==> src/sv/lzc_pkg.sv <==
// Shared types and constants for the LZ77 greedy compressor.
// Used by the controller, the datapath, the top level and the checker.
package lzc_pkg;

  localparam int unsigned OFF_W = 11;
  localparam int unsigned LEN_W = 5;

  typedef struct packed {
    logic [7:0] in_byte;
    logic       block_end;
  } lzc_in_t;

  typedef struct packed {
    logic             kind;
    logic [OFF_W-1:0] match_offset;
    logic [LEN_W-1:0] match_length;
    logic [7:0]       byte_value;
    logic             token_last;
  } lzc_out_t;

  localparam logic KIND_LITERAL = 1'b0;
  localparam logic KIND_MATCH   = 1'b1;

  typedef enum logic [2:0] {
    ST_IDLE,
    ST_CHECK,
    ST_SEARCH,
    ST_EMIT,
    ST_CONSUME
  } lzc_state_e;

  // Controller to datapath
  typedef struct packed {
    logic load_in;
    logic search_start;
    logic search_run;
    logic emit;
    logic consume_step;
    logic clear_blk;
  } lzc_cmd_t;

  // Datapath to controller
  typedef struct packed {
    logic need_token;
    logic blk_last;
    logic search_done;
    logic out_free;
    logic consume_last;
  } lzc_sts_t;

endpackage

==> src/sv/lzc_ctrl.sv <==
// Sequencing controller of the LZ77 compressor: accept, search, emit, consume.
// Depends on lzc_pkg for the state, command and status types.
module lzc_ctrl
  import lzc_pkg::*;
(
  input  logic     clk_i,
  input  logic     rst_ni,
  input  logic     in_valid_i,
  input  lzc_sts_t sts_i,
  output logic     in_ready_o,
  output lzc_cmd_t cmd_o
);

  lzc_state_e state_q, state_d;

  // Hold state
  always_ff @(posedge clk_i or negedge rst_ni) begin
    if (!rst_ni) begin
      state_q <= ST_IDLE;
    end else begin
      state_q <= state_d;
    end
  end

  // Next state
  always_comb begin
    state_d = state_q;
    case (state_q)
      ST_IDLE: begin
        if (in_valid_i) state_d = ST_CHECK;
      end
      ST_CHECK: begin
        state_d = sts_i.need_token ? ST_SEARCH : ST_IDLE;
      end
      ST_SEARCH: begin
        if (sts_i.search_done) state_d = ST_EMIT;
      end
      ST_EMIT: begin
        if (sts_i.out_free) state_d = ST_CONSUME;
      end
      ST_CONSUME: begin
        if (sts_i.consume_last) state_d = ST_CHECK;
      end
      default: state_d = ST_IDLE;
    endcase
  end

  // Outputs
  always_comb begin
    cmd_o      = '0;
    in_ready_o = 1'b0;
    case (state_q)
      ST_IDLE: begin
        in_ready_o    = 1'b1;
        cmd_o.load_in = in_valid_i;
      end
      ST_CHECK: begin
        cmd_o.search_start = sts_i.need_token;
        cmd_o.clear_blk    = !sts_i.need_token && sts_i.blk_last;
      end
      ST_SEARCH: begin
        cmd_o.search_run = 1'b1;
      end
      ST_EMIT: begin
        cmd_o.emit = sts_i.out_free;
      end
      ST_CONSUME: begin
        cmd_o.consume_step = 1'b1;
      end
      default: begin
        cmd_o = '0;
      end
    endcase
  end

endmodule

==> config.mk <==
export PLATFORM = sky130hd
export DESIGN_NAME = lzc_ctrl
export DESIGN_NICKNAME = d
export VERILOG_FILES = /design/src/sv/lzc_pkg.sv /design/src/sv/lzc_ctrl.sv
export SDC_FILE = /design/constraint.sdc
export NUM_CORES = 1
export LEC_CHECK = 0
export BUFFER_PORTS_ARGS = -buffer_cell sky130_fd_sc_hd__buf_2
export CORE_AREA = 2 2 39 41
export CTS_BUF_LIST = sky130_fd_sc_hd__clkbuf_4
export CTS_CLUSTER_SIZE = 14
export DETAILED_ROUTE_END_ITERATION = 7
export DIE_AREA = 0 0 41 43
export HOLD_SLACK_MARGIN = 0.02
export PLACE_DENSITY_LB_ADDON = 0.3
export SETUP_SLACK_MARGIN = 0.4
export SYNTH_ARGS = -nofsm -noshare
export SYNTH_HDL_FRONTEND = slang
export SYNTH_SLANG_ARGS = --single-unit
==> constraint.sdc <==
create_clock -name clk_i -period 1.4 [get_ports clk_i]
set_input_delay 0.21 -clock clk_i [delete_from_list [all_inputs] [get_ports clk_i]]
set_output_delay 0.21 -clock clk_i [all_outputs]
set_load 0.02 [all_outputs]
---- After elaboration in Yosys (flattened, before gate mapping) ----
Index checks and enable logic that the tools add are counted.
word-level totals
  register bits after elaboration ......... 3
  output and inout port bits .............. 7
  word-level logic and storage cells ...... 26
  input bits .............................. 8
cells by class
  reduce and logical (&&, ||, !) cells .... 4
  equality and inequality tests ........... 8
  muxes and demuxes ....................... 13
operator list
  operator              number
  $pmux W3 S5           1
  $mux W3               4
  $ne A2 B2 Y1 const B  4
  $mux W1               7
  $eq A3 B2 Y1 const B  2
  $reduce_and A4 Y1     1
  $eq A3 B1 Y1 const B  1
  $eq A3 B3 Y1 const B  1
  $logic_not A3 Y1      1
  $mux W2               1
  $logic_and A1 B1 Y1   1
  $logic_not A1 Y1      1

---- Longest topological paths before layout ----
  depth in word-level cells ............... 3
  gate-level depth with buffers ........... 4
  mapped depth without buffers ............ 3

---- Worst setup path after synthesis ----
OpenSTA, ideal clock, no wires.
  path type ............................... reg-to-output
  start ................................... register state_q[1]
  end ..................................... output port in_ready_o
  cell stages (with the launch flop) ...... 2
  path buffers ............................ 0
  setup slack ............................. 0.220 ns
  arrival time ............................ 0.970 ns
  data required time ...................... 1.190 ns
  path through ............................ dfrtp_1 -> nor3_1
between the ends
  cells in the longest elaborated chain, start to end .. 2
ends and longest elaborated chain
  element                   RTL line        RTL
  start: declaration        lzc_ctrl.sv:14  lzc_state_e state_q, state_d;
  start signal: assignment  lzc_ctrl.sv:21  state_q <= state_d;
  $logic_not A3 Y1          lzc_ctrl.sv:52  case (state_q)
  $mux W1                   lzc_ctrl.sv:52
  end: declaration          lzc_ctrl.sv:10  output logic in_ready_o,
No other way between the ends.

==> flow_metrics.tcl <==
set metrics [dict create \
    ys_types 16 \
    p_sw_share_pct 42.4 \
    endpoint_kind "output port" \
    clock_power_share_pct 18.6 \
    synth_fp_nets 30 \
    dp_cells 51 \
    tightestPinTransition_ns 0.244 \
    grt_pass1_vias 220 \
    num_vias 253 \
    hold_violations 0 \
    drt-initial-drc-count 19 \
    switchingPower_w 0.000390 \
    slew_headroom_pct 83.7 \
    power.total_w 0.000919 \
    finalCritPeriodShare_pct 99.9 \
    peakVddDrop_uv 509 \
    critPathMaxStageDelay_ns 0.46 \
    synth_area_per_cell_um2 9.27 \
    cp_max_fo 6 \
    largest_reg_flops 3 \
    hold_path.class "input port to register" \
    cts_buffers 3 \
    seq_area_frac_synth_pct 36.8 \
    fin_cells 59 \
    h-tree-depth 1 \
    cp_num_buf_inv 1 \
    syn_to_final_growth_pct 117 \
    die_w_um 41 \
    setup_tns_ns 0 \
    antennaDiodeCount 0 \
    synth-seq-cells 3 \
    powerDensity_nw_per_um2 2080 \
    cts.sinks 3 \
    crit_slowest_cell "dfrtp_2" \
    antenna_found_initial 0 \
    layout_setup_ws_ns 0.00123 \
    mostFrequentLayoutCell "buf_2" \
    path_cells "nor4b_4 -> buf_4" \
    cts_tree "yes" \
    whs_ns 0.238 \
    grtUsageTotal_pct 7.75 \
    synth-warning-count 0 \
    critPathKind "register to output port" \
    wl_um 620 \
    critPathArrivalTime_ns 1.19 \
    ant_nets 0 \
    vias_per_cell 4.29 \
    synth_area_um2 204 \
    drc_errors 0 \
    status "complete, no violations" \
    overflow 0 \
    grt_max_degree 8 \
    die_area_um2 1760 \
    setup_viol 0 \
    critPathTopFamily "flip-flops" \
    rsz0062_at_grt "true" \
    comb_power_share_pct 55.8 \
    routedWlPerCell_um 10.5 \
    hpwl_um 435 \
    p_int_w 0.000529 \
    p_leak_nw 0.208 \
    cp.required_ns 1.19 \
    largestRegisters "state_q x3" \
    netlist_instances 22 \
    drt_first_pass_iters 4 \
    initial_core_util_pct 14.7 \
    gp_congestion 0.604 \
    max_freq_mhz 715 \
    p_seq_share_pct 25.7 \
    finalMaxSlewViolations 0 \
    skew_ns 0.00184 \
    rows 14 \
    fin_nets 52 \
    regMostFlops "state_q" \
    layout_common_cells "buf_2, buf_6, clkbuf_4, buf_4" \
    portBuffers 14 \
    period_minus_slack_ns 1.40 \
    drv_cap 0 \
    die_h_um 43 \
    place_ws_ns 0.165 \
    cts-root-buf "clkbuf_4" \
    final-seq-area_um2 78.8 \
    cts_max_path_buffers 2 \
    clkLatencyLatePin_ns 0.23 \
    startpoint_type "register" \
    grt_pass1_wl_um 841 \
    io_pins 15 \
    fillers 145 \
    core_area_um2 1380 \
    clk_pin_slew_ns 0.04 \
    final_layout_size_suffix_gt1_share_pct 79.1 \
    multi_input_comb_area_um2 168 \
]
timing repair:
item,4_1_cts,5_1_grt
setup endpoints to repair,10,10
hold buffers,1,0
buffers inserted,3,0
pin swaps,3,0
resized for setup,21,2
endpoints found under the hold margin,3,0
power groups by stage:
stage          combinational (W)  clock, W  sequential (W)
6_report                0.000513  0.000171        0.000236
5_1_grt                 0.000557  0.000190        0.000244
4_1_cts                 0.000496  0.000182        0.000230
3_5_place_dp            0.000326         0        0.000228
3_3_place_gp            0.000328         0        0.000227
2_1_floorplan           0.000302         0        0.000178
path summary, 6_finish.rpt:
kind	start	end	slack, ns	cells past startpoint
worst min-delay path	sts_i[0]	state_q[0]$_DFFE_PN0P_	0.24	3
worst min register to register	state_q[2]$_DFFE_PN0P_	state_q[1]$_DFFE_PN0P_	0.55	1
max in group asynchronous	rst_ni	state_q[0]$_DFFE_PN0P_	0.98	2
min in group asynchronous	rst_ni	state_q[1]$_DFFE_PN0P_	0.30	2
worst max-delay path	state_q[2]$_DFFE_PN0P_	cmd_o[5]	0.001	2
worst max register to register	state_q[2]$_DFFE_PN0P_	state_q[0]$_DFFE_PN0P_	0.28	4
logic make-up after synthesis:
logic type             synth area share, %
AO/OA/AOI/OAI                         13.5
flip-flops                            36.8
buffers and inverters                 4.29
AND/OR/NAND/NOR                       45.4
cell type report:
class,instances,share of cell area (%)
multi-input combinational,17,37.9
timing repair buffer,18,32.2
sequential,3,17.8
clock buffer,4,6.78
tap,16,4.52
inverter,1,0.847
worst reg2reg max path: stages (launching register included):
cell,delay [ns]
dfrtp_2,0.46
nor3b_4,0.18
buf_4,0.14
a21oi_1,0.13
o21ai_1,0.08
synthesized netlist by cell type (all sizes together):
cell type	number	area, µm²
buf	1	5.00
nand3b	1	7.51
nor3b	1	12.5
dfrtp	3	75.1
and4b	1	10.0
nor2	3	11.3
nand2	2	7.51
nor4b	1	23.8
and3	1	6.26
nor3	1	5.00
a21oi	2	10.0
inv	1	3.75
nand2b	1	8.76
o21ai	2	10.0
a21o	1	7.51
metal layers:
metal | part of all wire (%) | track usage, %
met2 | 48 | 11.9
met3 | 12 | 3.14
met4 | 0 | 8.00
met1 | 40 | 6.80
met5 | 0 | 0
metrics by stage:
stage | cell area [µm²] | util [%]
6_report | 443 | 32.0
5_1_grt | 443 | 32.0
4_1_cts | 433 | 31.3
3_5_place_dp | 309 | 22.3
3_3_place_gp | 309 | 22.3
2_1_floorplan | 230 | -
No activity file was read; power rests on OpenSTA's default activity.
